### src/sv/bmp24_pkg.sv
// Package for the 24-bit BMP stream decoder.
// Holds the channel word types, header byte positions, phase and status codes.
// No dependencies.
`timescale 1ns / 1ps

package bmp24_pkg;

    typedef struct packed {
        logic       start_of_file;
        logic [7:0] byte_value;
    } t_in_word;

    typedef struct packed {
        logic [23:0] dest_index;
        logic [7:0]  red;
        logic [7:0]  green;
        logic [7:0]  blue;
        logic [1:0]  status;
        logic        last;
    } t_out_word;

    // Verdict of the header checker for the current byte.
    typedef struct packed {
        logic       err;
        logic [1:0] code;
        logic       done;
    } t_hdr_chk;

    localparam logic [1:0] ST_OK     = 2'd0;
    localparam logic [1:0] ST_FORMAT = 2'd1;
    localparam logic [1:0] ST_UNSUPP = 2'd2;

    localparam logic [1:0] PH_HEADER = 2'd0;
    localparam logic [1:0] PH_SKIP   = 2'd1;
    localparam logic [1:0] PH_PIXELS = 2'd2;
    localparam logic [1:0] PH_HALT   = 2'd3;

    localparam logic [1:0] LANE_BLUE  = 2'd0;
    localparam logic [1:0] LANE_GREEN = 2'd1;
    localparam logic [1:0] LANE_RED   = 2'd2;

    // Header byte positions at which something is checked or captured.
    localparam logic [5:0] HP_SIZE   = 6'd0;
    localparam logic [5:0] HP_SIG    = 6'd1;
    localparam logic [5:0] HP_OFFSET = 6'd13;
    localparam logic [5:0] HP_WIDTH  = 6'd21;
    localparam logic [5:0] HP_HEIGHT = 6'd25;
    localparam logic [5:0] HP_GEOM   = 6'd26;
    localparam logic [5:0] HP_PROD   = 6'd27;
    localparam logic [5:0] HP_NEED   = 6'd28;
    localparam logic [5:0] HP_DEPTH  = 6'd29;
    localparam logic [5:0] HP_COMP   = 6'd33;

    localparam logic [15:0] SIG_BM      = 16'h4D42;
    localparam logic [31:0] MIN_FILE    = 32'd14;
    localparam logic [31:0] MIN_OFFSET  = 32'd54;
    localparam logic [15:0] DEPTH_BGR24 = 16'd24;

endpackage

### src/sv/bmp24_hdr.sv
// Header parser and checker of the BMP decoder.
// Captures header fields, precomputes row padding and size checks over spare bytes.
// Depends on bmp24_pkg.
`timescale 1ns / 1ps

module bmp24_hdr import bmp24_pkg::*; #(
    parameter int MAX_WIDTH  = 4096,
    parameter int MAX_HEIGHT = 4096,
    parameter int W          = 13,
    parameter int H          = 13
) (
    input  logic          i_clk,
    input  logic          i_en,
    input  logic [5:0]    i_pos,
    input  logic [7:0]    i_byte,
    input  logic [31:0]   i_file_size,
    output t_hdr_chk      o_chk,
    output logic [31:0]   o_offset,
    output logic [W-1:0]  o_width,
    output logic [H-1:0]  o_height,
    output logic          o_flip,
    output logic [W+1:0]  o_pad,
    output logic [23:0]   o_start
);

    localparam int PRW = W + 2 + H;
    localparam int SW  = W + H;
    localparam int NW  = (PRW > 32 ? PRW : 32) + 1;

    logic [31:0]    r_scratch;
    logic [31:0]    r_offset;
    logic [31:0]    r_raw_w;
    logic [31:0]    r_raw_h;
    logic [15:0]    r_depth;
    logic [W+1:0]   r_pad;
    logic [H-1:0]   r_mag;
    logic           r_neg;
    logic           r_h_big;
    logic [PRW-1:0] r_prod;
    logic [23:0]    r_start;
    logic           r_big;

    logic [31:0]    w_scr;
    logic [31:0]    w_mag32;
    logic [W-1:0]   w_w;
    logic [W+1:0]   w_pad_sum;
    logic [SW-1:0]  w_start_prod;

    assign w_scr        = {i_byte, r_scratch[31:8]};
    assign w_mag32      = r_raw_h[31] ? (32'd0 - r_raw_h) : r_raw_h;
    assign w_w          = r_raw_w[W-1:0];
    assign w_pad_sum    = (W+2)'({w_w, 1'b0}) + (W+2)'(w_w) + (W+2)'(3);
    assign w_start_prod = SW'(r_mag - H'(1)) * SW'(w_w);

    always_ff @(posedge i_clk) begin
        if (i_en) begin
            r_scratch <= w_scr;
            unique case (i_pos)
                HP_OFFSET: r_offset <= w_scr;
                HP_WIDTH:  r_raw_w  <= w_scr;
                HP_HEIGHT: r_raw_h  <= w_scr;
                HP_GEOM: begin
                    // Values only matter once the size limits pass, so the
                    // truncated width and height are exact where used.
                    r_pad   <= {w_pad_sum[W+1:2], 2'b00};
                    r_mag   <= w_mag32[H-1:0];
                    r_neg   <= r_raw_h[31];
                    r_h_big <= w_mag32 > 32'(MAX_HEIGHT);
                end
                HP_PROD:   r_prod   <= PRW'(r_pad) * PRW'(r_mag);
                HP_NEED: begin
                    r_big   <= (NW'(r_offset) + NW'(r_prod)) > NW'(i_file_size);
                    r_start <= 24'(w_start_prod);
                end
                HP_DEPTH:  r_depth  <= w_scr[31:16];
                default: ;
            endcase
        end
    end

    always_comb begin
        o_chk = '{err: 1'b0, code: ST_OK, done: 1'b0};
        unique case (i_pos)
            HP_SIZE: begin
                if (i_file_size < MIN_FILE) o_chk = '{1'b1, ST_FORMAT, 1'b0};
            end
            HP_SIG: begin
                if (w_scr[31:16] != SIG_BM) o_chk = '{1'b1, ST_FORMAT, 1'b0};
            end
            HP_OFFSET: begin
                if (w_scr >= i_file_size || w_scr < MIN_OFFSET)
                    o_chk = '{1'b1, ST_FORMAT, 1'b0};
            end
            HP_COMP: begin
                if (w_scr != 32'd0)
                    o_chk = '{1'b1, ST_UNSUPP, 1'b0};
                else if (r_depth != DEPTH_BGR24)
                    o_chk = '{1'b1, ST_UNSUPP, 1'b0};
                else if (r_raw_w == 32'd0 || r_raw_w[31] || r_raw_h == 32'd0)
                    o_chk = '{1'b1, ST_FORMAT, 1'b0};
                else if (r_raw_w > 32'(MAX_WIDTH) || r_h_big)
                    o_chk = '{1'b1, ST_UNSUPP, 1'b0};
                else if (r_big)
                    o_chk = '{1'b1, ST_FORMAT, 1'b0};
                else
                    o_chk = '{1'b0, ST_OK, 1'b1};
            end
            default: ;
        endcase
    end

    assign o_offset = r_offset;
    assign o_width  = w_w;
    assign o_height = r_mag;
    assign o_flip   = !r_neg;
    assign o_pad    = r_pad;
    // Top-down images start at index zero; bottom-up ones at the last row.
    assign o_start  = r_neg ? 24'd0 : r_start;

endmodule

### src/sv/bmp24_pix.sv
// Pixel unpacker of the BMP decoder.
// Gathers BGR triples, skips row padding and keeps the destination index.
// Depends on bmp24_pkg.
`timescale 1ns / 1ps

module bmp24_pix import bmp24_pkg::*; #(
    parameter int W = 13,
    parameter int H = 13
) (
    input  logic          i_clk,
    input  logic          i_rst_n,
    input  logic          i_load,
    input  logic          i_en,
    input  logic [7:0]    i_byte,
    input  logic [W-1:0]  i_width,
    input  logic [H-1:0]  i_height,
    input  logic          i_flip,
    input  logic [W+1:0]  i_pad,
    input  logic [23:0]   i_start,
    output logic          o_valid,
    output t_out_word     o_word,
    output logic          o_fin
);

    localparam int RW = W + 2;

    logic [W-1:0]  r_col, n_col;
    logic [H-1:0]  r_row, n_row;
    logic [RW-1:0] r_rbc, n_rbc;
    logic [1:0]    r_lane, n_lane;
    logic [23:0]   r_idx, n_idx;
    logic [7:0]    r_blue;
    logic [7:0]    r_green;

    logic          w_in_px;
    logic          w_px;
    logic [RW-1:0] w_rbc_inc;
    logic          w_row_end;

    assign w_in_px   = r_col < i_width;
    assign w_px      = i_en && w_in_px && (r_lane == LANE_RED);
    assign w_rbc_inc = r_rbc + RW'(1);
    assign w_row_end = w_rbc_inc == i_pad;

    always_comb begin
        n_col  = r_col;
        n_row  = r_row;
        n_rbc  = w_rbc_inc;
        n_lane = r_lane;
        if (w_in_px) begin
            n_lane = (r_lane == LANE_RED) ? LANE_BLUE : r_lane + 2'd1;
        end
        if (w_px) begin
            n_col = r_col + W'(1);
        end
        if (w_row_end) begin
            n_rbc  = '0;
            n_col  = '0;
            n_row  = r_row + H'(1);
            n_lane = LANE_BLUE;
        end
        // Bottom-up: after a row the index has run one width past its start,
        // so stepping back two widths lands on the row above.
        n_idx = r_idx + (w_px ? 24'd1 : 24'd0)
              - ((w_row_end && i_flip) ? 24'({i_width, 1'b0}) : 24'd0);
    end

    always_ff @(posedge i_clk) begin
        if (!i_rst_n) begin
            r_col  <= '0;
            r_row  <= '0;
            r_rbc  <= '0;
            r_lane <= LANE_BLUE;
            r_idx  <= '0;
        end else if (i_load) begin
            r_col  <= '0;
            r_row  <= '0;
            r_rbc  <= '0;
            r_lane <= LANE_BLUE;
            r_idx  <= i_start;
        end else if (i_en) begin
            r_col  <= n_col;
            r_row  <= n_row;
            r_rbc  <= n_rbc;
            r_lane <= n_lane;
            r_idx  <= n_idx;
        end
    end

    always_ff @(posedge i_clk) begin
        if (i_en && w_in_px && r_lane == LANE_BLUE) r_blue <= i_byte;
        if (i_en && w_in_px && r_lane == LANE_GREEN) r_green <= i_byte;
    end

    assign o_fin   = w_px && (r_row == i_height - H'(1)) && (r_col == i_width - W'(1));
    assign o_valid = w_px;
    assign o_word  = '{dest_index: r_idx, red: i_byte, green: r_green, blue: r_blue,
                       status: ST_OK, last: o_fin};

endmodule

### src/sv/bmp24_stream_decoder.sv
// Top level of the 24-bit BMP stream decoder.
// Instantiates bmp24_hdr and bmp24_pix; uses bmp24_pkg.
//
//   Channel   Direction  Handshake               Word
//   in        input      i_in_valid/o_in_stall   t_in_word, one file byte
//   out       output     o_out_valid/i_out_stall t_out_word, one pixel or status
//   cfg       input      i_cfg_wr_en             32-bit file size
//
// One byte is taken every cycle unless o_in_stall is high; its result, if any, is
// registered in the output register, or in the skid register when that one is stalled.
// A skid register behind the output register lets input continue for one
// result while the output is stalled; o_in_stall rises only when both are full.
// Reset is synchronous: file size goes to zero and the parser to the header.
`timescale 1ns / 1ps

module bmp24_stream_decoder import bmp24_pkg::*; #(
    parameter int MAX_WIDTH  = 4096,
    parameter int MAX_HEIGHT = 4096
) (
    input  logic        i_clk,
    input  logic        i_rst_n,
    input  logic        i_cfg_wr_en,
    input  logic [31:0] i_cfg_wr_data,
    input  logic        i_in_valid,
    output logic        o_in_stall,
    input  t_in_word    i_in_data,
    output logic        o_out_valid,
    input  logic        i_out_stall,
    output t_out_word   o_out_data
);

    localparam int W = $clog2(MAX_WIDTH + 1);
    localparam int H = $clog2(MAX_HEIGHT + 1);

    logic [31:0] r_file_size;
    logic [1:0]  r_phase, n_phase;
    logic [31:0] r_pos, n_pos;
    logic        r_out_valid;
    t_out_word   r_out_word;
    logic        r_skid_valid;
    t_out_word   r_skid_word;

    logic        w_acc;
    logic        w_sof;
    logic [1:0]  w_phase;
    logic [31:0] w_pos;
    logic        w_hdr_en;
    logic        w_skip_hit;
    logic        w_pix_en;
    logic        w_take;
    logic        w_res_valid;
    t_out_word   w_res_word;

    t_hdr_chk    w_chk;
    logic [31:0] w_offset;
    logic [W-1:0] w_width;
    logic [H-1:0] w_height;
    logic        w_flip;
    logic [W+1:0] w_pad;
    logic [23:0] w_start;
    logic        w_px_valid;
    t_out_word   w_px_word;
    logic        w_px_fin;

    assign w_acc      = i_in_valid && !o_in_stall;
    assign w_sof      = i_in_data.start_of_file;
    assign w_phase    = w_sof ? PH_HEADER : r_phase;
    assign w_pos      = w_sof ? 32'd0 : r_pos;
    assign w_hdr_en   = w_acc && (w_phase == PH_HEADER);
    assign w_skip_hit = (w_phase == PH_SKIP) && (r_pos == w_offset);
    assign w_pix_en   = w_acc && ((w_phase == PH_PIXELS) || w_skip_hit);

    bmp24_hdr #(
        .MAX_WIDTH  (MAX_WIDTH),
        .MAX_HEIGHT (MAX_HEIGHT),
        .W          (W),
        .H          (H)
    ) u_hdr (
        .i_clk       (i_clk),
        .i_en        (w_hdr_en),
        .i_pos       (w_pos[5:0]),
        .i_byte      (i_in_data.byte_value),
        .i_file_size (r_file_size),
        .o_chk       (w_chk),
        .o_offset    (w_offset),
        .o_width     (w_width),
        .o_height    (w_height),
        .o_flip      (w_flip),
        .o_pad       (w_pad),
        .o_start     (w_start)
    );

    bmp24_pix #(
        .W (W),
        .H (H)
    ) u_pix (
        .i_clk    (i_clk),
        .i_rst_n  (i_rst_n),
        .i_load   (w_hdr_en && w_chk.done),
        .i_en     (w_pix_en),
        .i_byte   (i_in_data.byte_value),
        .i_width  (w_width),
        .i_height (w_height),
        .i_flip   (w_flip),
        .i_pad    (w_pad),
        .i_start  (w_start),
        .o_valid  (w_px_valid),
        .o_word   (w_px_word),
        .o_fin    (w_px_fin)
    );

    always_comb begin
        n_phase = r_phase;
        n_pos   = r_pos;
        if (w_acc) begin
            n_phase = w_phase;
            n_pos   = w_pos;
            unique case (w_phase)
                PH_HEADER: begin
                    n_pos = w_pos + 32'd1;
                    if (w_chk.err) n_phase = PH_HALT;
                    else if (w_chk.done) n_phase = PH_SKIP;
                end
                PH_SKIP: begin
                    if (!w_skip_hit) n_pos = r_pos + 32'd1;
                    else n_phase = w_px_fin ? PH_HALT : PH_PIXELS;
                end
                PH_PIXELS: begin
                    if (w_px_fin) n_phase = PH_HALT;
                end
                PH_HALT: ;
                default: ;
            endcase
        end
    end

    assign w_res_valid = (w_hdr_en && w_chk.err) || w_px_valid;
    assign w_res_word  = (w_hdr_en && w_chk.err)
                       ? '{dest_index: 24'd0, red: 8'd0, green: 8'd0, blue: 8'd0,
                           status: w_chk.code, last: 1'b1}
                       : w_px_word;

    assign w_take = r_out_valid && !i_out_stall;

    always_ff @(posedge i_clk) begin
        if (!i_rst_n) begin
            r_file_size  <= '0;
            r_phase      <= PH_HEADER;
            r_pos        <= '0;
            r_out_valid  <= 1'b0;
            r_skid_valid <= 1'b0;
        end else begin
            if (i_cfg_wr_en) r_file_size <= i_cfg_wr_data;
            r_phase <= n_phase;
            r_pos   <= n_pos;
            if (r_skid_valid) begin
                if (w_take) begin
                    r_out_word   <= r_skid_word;
                    r_skid_valid <= 1'b0;
                end
            end else if (w_acc && w_res_valid) begin
                if (!r_out_valid || w_take) begin
                    r_out_word  <= w_res_word;
                    r_out_valid <= 1'b1;
                end else begin
                    r_skid_word  <= w_res_word;
                    r_skid_valid <= 1'b1;
                end
            end else if (w_take) begin
                r_out_valid <= 1'b0;
            end
        end
    end

    assign o_in_stall  = r_skid_valid;
    assign o_out_valid = r_out_valid;
    assign o_out_data  = r_out_word;

    // The skid register only fills behind a full output register.
    a_skid_behind_out: assert property (@(posedge i_clk) disable iff (!i_rst_n)
        r_skid_valid |-> r_out_valid)
        else $error("skid word held while output register empty");

    a_skid_on_stall: assert property (@(posedge i_clk) disable iff (!i_rst_n)
        $rose(r_skid_valid) |-> $past(i_out_stall))
        else $error("skid register filled without an output stall");

    a_error_is_last: assert property (@(posedge i_clk) disable iff (!i_rst_n)
        (r_out_valid && r_out_word.status != ST_OK) |-> r_out_word.last)
        else $error("error word without last");

    a_last_halts: assert property (@(posedge i_clk) disable iff (!i_rst_n)
        (w_acc && w_res_valid && w_res_word.last) |=> (r_phase == PH_HALT))
        else $error("parser did not halt after the final word");

    a_pixel_phase: assert property (@(posedge i_clk) disable iff (!i_rst_n)
        w_px_valid |-> (w_phase == PH_PIXELS || w_phase == PH_SKIP))
        else $error("pixel produced outside the pixel data");

endmodule

### config.mk
export PLATFORM = sky130hd
export DESIGN_NAME = bmp24_stream_decoder
export DESIGN_NICKNAME = d
export VERILOG_FILES = /design/src/sv/bmp24_pkg.sv /design/src/sv/bmp24_hdr.sv /design/src/sv/bmp24_pix.sv /design/src/sv/bmp24_stream_decoder.sv
export SDC_FILE = /design/constraint.sdc
export NUM_CORES = 2
export LEC_CHECK = 0
export ABC_CLOCK_PERIOD_IN_PS = 17900
export BUFFER_PORTS_ARGS = -buffer_cell sky130_fd_sc_hd__buf_4
export CAP_MARGIN = 5
export CORE_ASPECT_RATIO = 0.7
export CORE_MARGIN = 1.5
export CORE_UTILIZATION = 51
export CTS_CLUSTER_DIAMETER = 60
export DETAILED_ROUTE_END_ITERATION = 12
export PLACE_DENSITY = 0.79
export RECOVER_POWER = 25
export SYNTH_ARGS = -nofsm -noshare
export SYNTH_HDL_FRONTEND = slang
export SYNTH_HIERARCHICAL = 1
export SYNTH_SLANG_ARGS = --single-unit
### constraint.sdc
create_clock -name i_clk -period 17.9 [get_ports i_clk]
set_input_delay 3.58 -clock i_clk [delete_from_list [all_inputs] [get_ports i_clk]]
set_output_delay 3.58 -clock i_clk [all_outputs]
set_load 0.02 [all_outputs]
==> metrics.cfg <==
[yosys]
synth-warning-count=6
yosysUniqueCellTypes=102
ys.flop_type=edfxtp_1
syn_inst=3957
synth_area_um2=38600
yosysSeqAreaShare=0.329
avgSynthCellArea_um2=9.76
synth_edf_count=333
synth-seq-cells=468
synthArstFlopShare=0

[placed_design]
hpwl_um=75200
placed_area_um2=40100
gp_congestion=1.02
port_buffers=98

[worst_setup_path]
crit_buf_inv=6
slowest_stage=xor2_1
arrival_ns=9.40
crit_fanout=31
required_ns=18.24
start_kind=register
crit_type=register to register
crit_family=adder cells
end_kind=register
max_stage_delay_ns=0.82
crit_path_frequent_cell=fa_1

[cells_and_area]
seq_area_um2=12700
drive_gt1_frac=0.0831
stdcell_area_um2=41700
num-fill-cells=6447
multi_input_area_um2=23300
area_growth_pct=7.99
nets=4597

[clock_network]
ctsHoldBuffers=0
clk_pin_slew_ns=0.06
htreeDepth=2
cts_tree=built
cts_buffers=48
cts_root_buf=clkbuf_16
cts_setup_buffers=0
cts.sinks=468
post_cts_resized=0
clock_path_buffers=3
clock_latency_ns=0.60

[die]
fp-row-count=84
pin_count=99
die_area_um2=77400
die_h_um=233
start_util=0.515
coreArea_um2=75000
die_width_um=332

[sta]
tightestPinTransition_ns=2.58
min_period_ns=9.06
fmax_ghz=0.110
hold_viol=0
slew_violations=129
timing.final.crit_share=0.506
setup_violations=0
finalClockSkew_ns=0.0255
fin_tns_setup_ns=0
rsz0062_at_grt=no
maxSlewHeadroom=-0.717

[drt]
wl_met3_um=12100
dr.first_iter.drc_count=3415
wl_met2_um=41500
via_count=29600
via_per_inst=5.92
drc_errors=0
highest_layer=met4
totalWireLength_um=101000
wl_per_cell_um=20.2
m1WireLength_um=45900
drtPass1Iterations=6
detail-route-antenna-nets=0

[pwr]
pwr_density_cell_nw_per_um2=57.5
p_leak_uw=0.0175
ir_drop_mv=0.0572

[flow_run]
maxCapViolations=3

[grt]
grt_pass1_vias=28600
antenna_found_initial=0
track_usage=0.263
grt_max_degree=55
grt_pass1_wl_um=161000
grt_overflow_total=0

[run_status]
violations=max-capacitance violations, max-slew violations
outcome=finished with violations

[hold_path]
hold_class=register to register

[stage by stage]
| stage | util | total power (µW) | hold WS, ns | cells | setup slack [ns] |
|---|---|---|---|---|---|
| after floorplan | - | 1310 | 0.451 | 3959 | 6.68 |
| after global placement | 0.535 | 1360 | 0.464 | 4904 | 8.83 |
| after detailed placement | 0.535 | 1360 | 0.478 | 4904 | 8.71 |
| after CTS | 0.557 | 2400 | 0.489 | 4994 | 9.31 |
| after global routing | 0.556 | 2470 | 0.518 | 4994 | 8.41 |
| final | 0.556 | 2400 | 0.486 | 4995 | 8.84 |
[cells by family after synthesis]
| group | Yosys count | share of synthesized area |
|---|---|---|
| and+or+nand+nor | 1282 | 0.170 |
| buffers and inverters | 652 | 0.0683 |
| DFF | 468 | 0.329 |
| AOI/OAI and AO/OA | 618 | 0.105 |
| muxes | 101 | 0.0280 |
| adders and majority gates | 586 | 0.244 |
| other | 2 | 0.000194 |
| xor gates and xnor gates | 248 | 0.0568 |
[cell usage in the layout, fill, tap and decap left out, types with 15 or more instances in the layout]
| cell type | synthesis | routed |
|---|---|---|
| fa_1 | 277 | 277 |
| dfxtp_1 | 135 | 135 |
| o21ai_0 | 121 | 121 |
| a21oi_1 | 170 | 169 |
| buf_4 | 34 | 136 |
| a31oi_1 | 38 | 38 |
| ha_1 | 309 | 309 |
| nor4_1 | 53 | 52 |
| nand2b_1 | 27 | 27 |
| o211ai_1 | 15 | 15 |
| xnor2_1 | 167 | 167 |
| clkbuf_1 | 121 | 23 |
| o21a_1 | 17 | 17 |
| clkbuf_16 | 0 | 50 |
| o21bai_1 | 18 | 18 |
| mux2_2 | 54 | 54 |
| nand4_1 | 57 | 57 |
| mux2i_1 | 46 | 46 |
| nor3_1 | 65 | 63 |
| and3_1 | 35 | 35 |
| nor2_1 | 232 | 229 |
| xor2_1 | 78 | 78 |
| nor2b_1 | 58 | 58 |
| inv_1 | 456 | 456 |
| nand3_1 | 81 | 81 |
| or3_1 | 15 | 15 |
| a211oi_1 | 32 | 32 |
| edfxtp_1 | 333 | 333 |
| a21o_1 | 59 | 59 |
| and2_1 | 200 | 196 |
| nand2_1 | 372 | 372 |
[sequential cells by signal, indices dropped and copies added, names as in the netlist, 13 cells and up]
register,cells
r_file_size,32
u_hdr/o_pad,13
u_hdr/r_raw_w,32
u_pix/r_row,13
r_skid_word,51
u_hdr/r_start,24
u_hdr/r_prod,26
u_hdr/o_offset,32
u_pix/r_rbc,15
u_hdr/o_height,13
u_hdr/r_scratch,24
o_out_data,51
u_hdr/r_depth,16
u_pix/r_idx,24
u_hdr/r_raw_h,32
u_pix/r_col,13
r_pos,32
[cell type report]
class | instances | share of cell area
multi-input combinational | 2839 | 0.559
sequential | 468 | 0.305
inverter | 459 | 0.0413
clock buffer | 64 | 0.0322
tap | 989 | 0.0297
timing repair buffer | 149 | 0.0256
clock inverter | 26 | 0.00729
antenna | 1 | 0.0000600
[tightest hold or removal path, delay by kind of cell, from the launching register on]
kind / cells / cell delay (ns)
DFF: 1 / 0.33
AOI/OAI and AO/OA: 1 / 0.05
and+or+nand+nor: 1 / 0.06
[final timing paths]
kind                            depth (start not counted)           endpoint  slack (ns)         startpoint
worst max-delay path                                   27  u_hdr/r_start[22]        8.84  u_hdr/o_height[0]
worst min-delay path                                    2    u_pix/r_rbc[14]        0.49    u_pix/r_rbc[14]
worst max register to register                         27  u_hdr/r_start[22]        8.84  u_hdr/o_height[0]
worst min register to register                          2    u_pix/r_rbc[14]        0.49    u_pix/r_rbc[14]
[synthesized netlist by cell type, drive strengths merged (10+ instances only)]
cell    number  area share
a211oi      32      0.0062
a21o        59       0.011
a21oi      172       0.023
a22o        11      0.0025
a31oi       38      0.0062
and2       202       0.033
and3        36      0.0059
and4        11      0.0026
buf         69       0.012
clkbuf     124       0.012
dfxtp      135       0.070
edfxtp     333        0.26
fa         277        0.14
ha         309        0.10
inv        458       0.045
mux2        55       0.016
mux2i       46       0.012
nand2      376       0.037
nand2b      27      0.0044
nand3       86       0.012
nand4       57      0.0092
nor2       236       0.023
nor2b       58      0.0094
nor3        68      0.0095
nor4        57       0.011
o211ai      15      0.0029
o21a        17      0.0033
o21ai      126       0.016
o21bai      18      0.0035
o22ai       10      0.0016
o31ai       14      0.0027
or2         13      0.0021
or3         15      0.0024
or4         14      0.0029
xnor2      170       0.039
xor2        78       0.018
[power by group]
group / internal [µW] / switching, µW
Combinational: 60.4 / 95.9
Sequential: 1170 / 19.3
Clock: 596 / 456
Total: 1830 / 572
[layer usage]
metal  track usage  vias up
met5             0        -
met2         0.380     1529
met1         0.398    14300
met3        0.0634      127
met4        0.0509        0
li1              -    13600
Note: power is estimated with default switching activity, not from simulation.
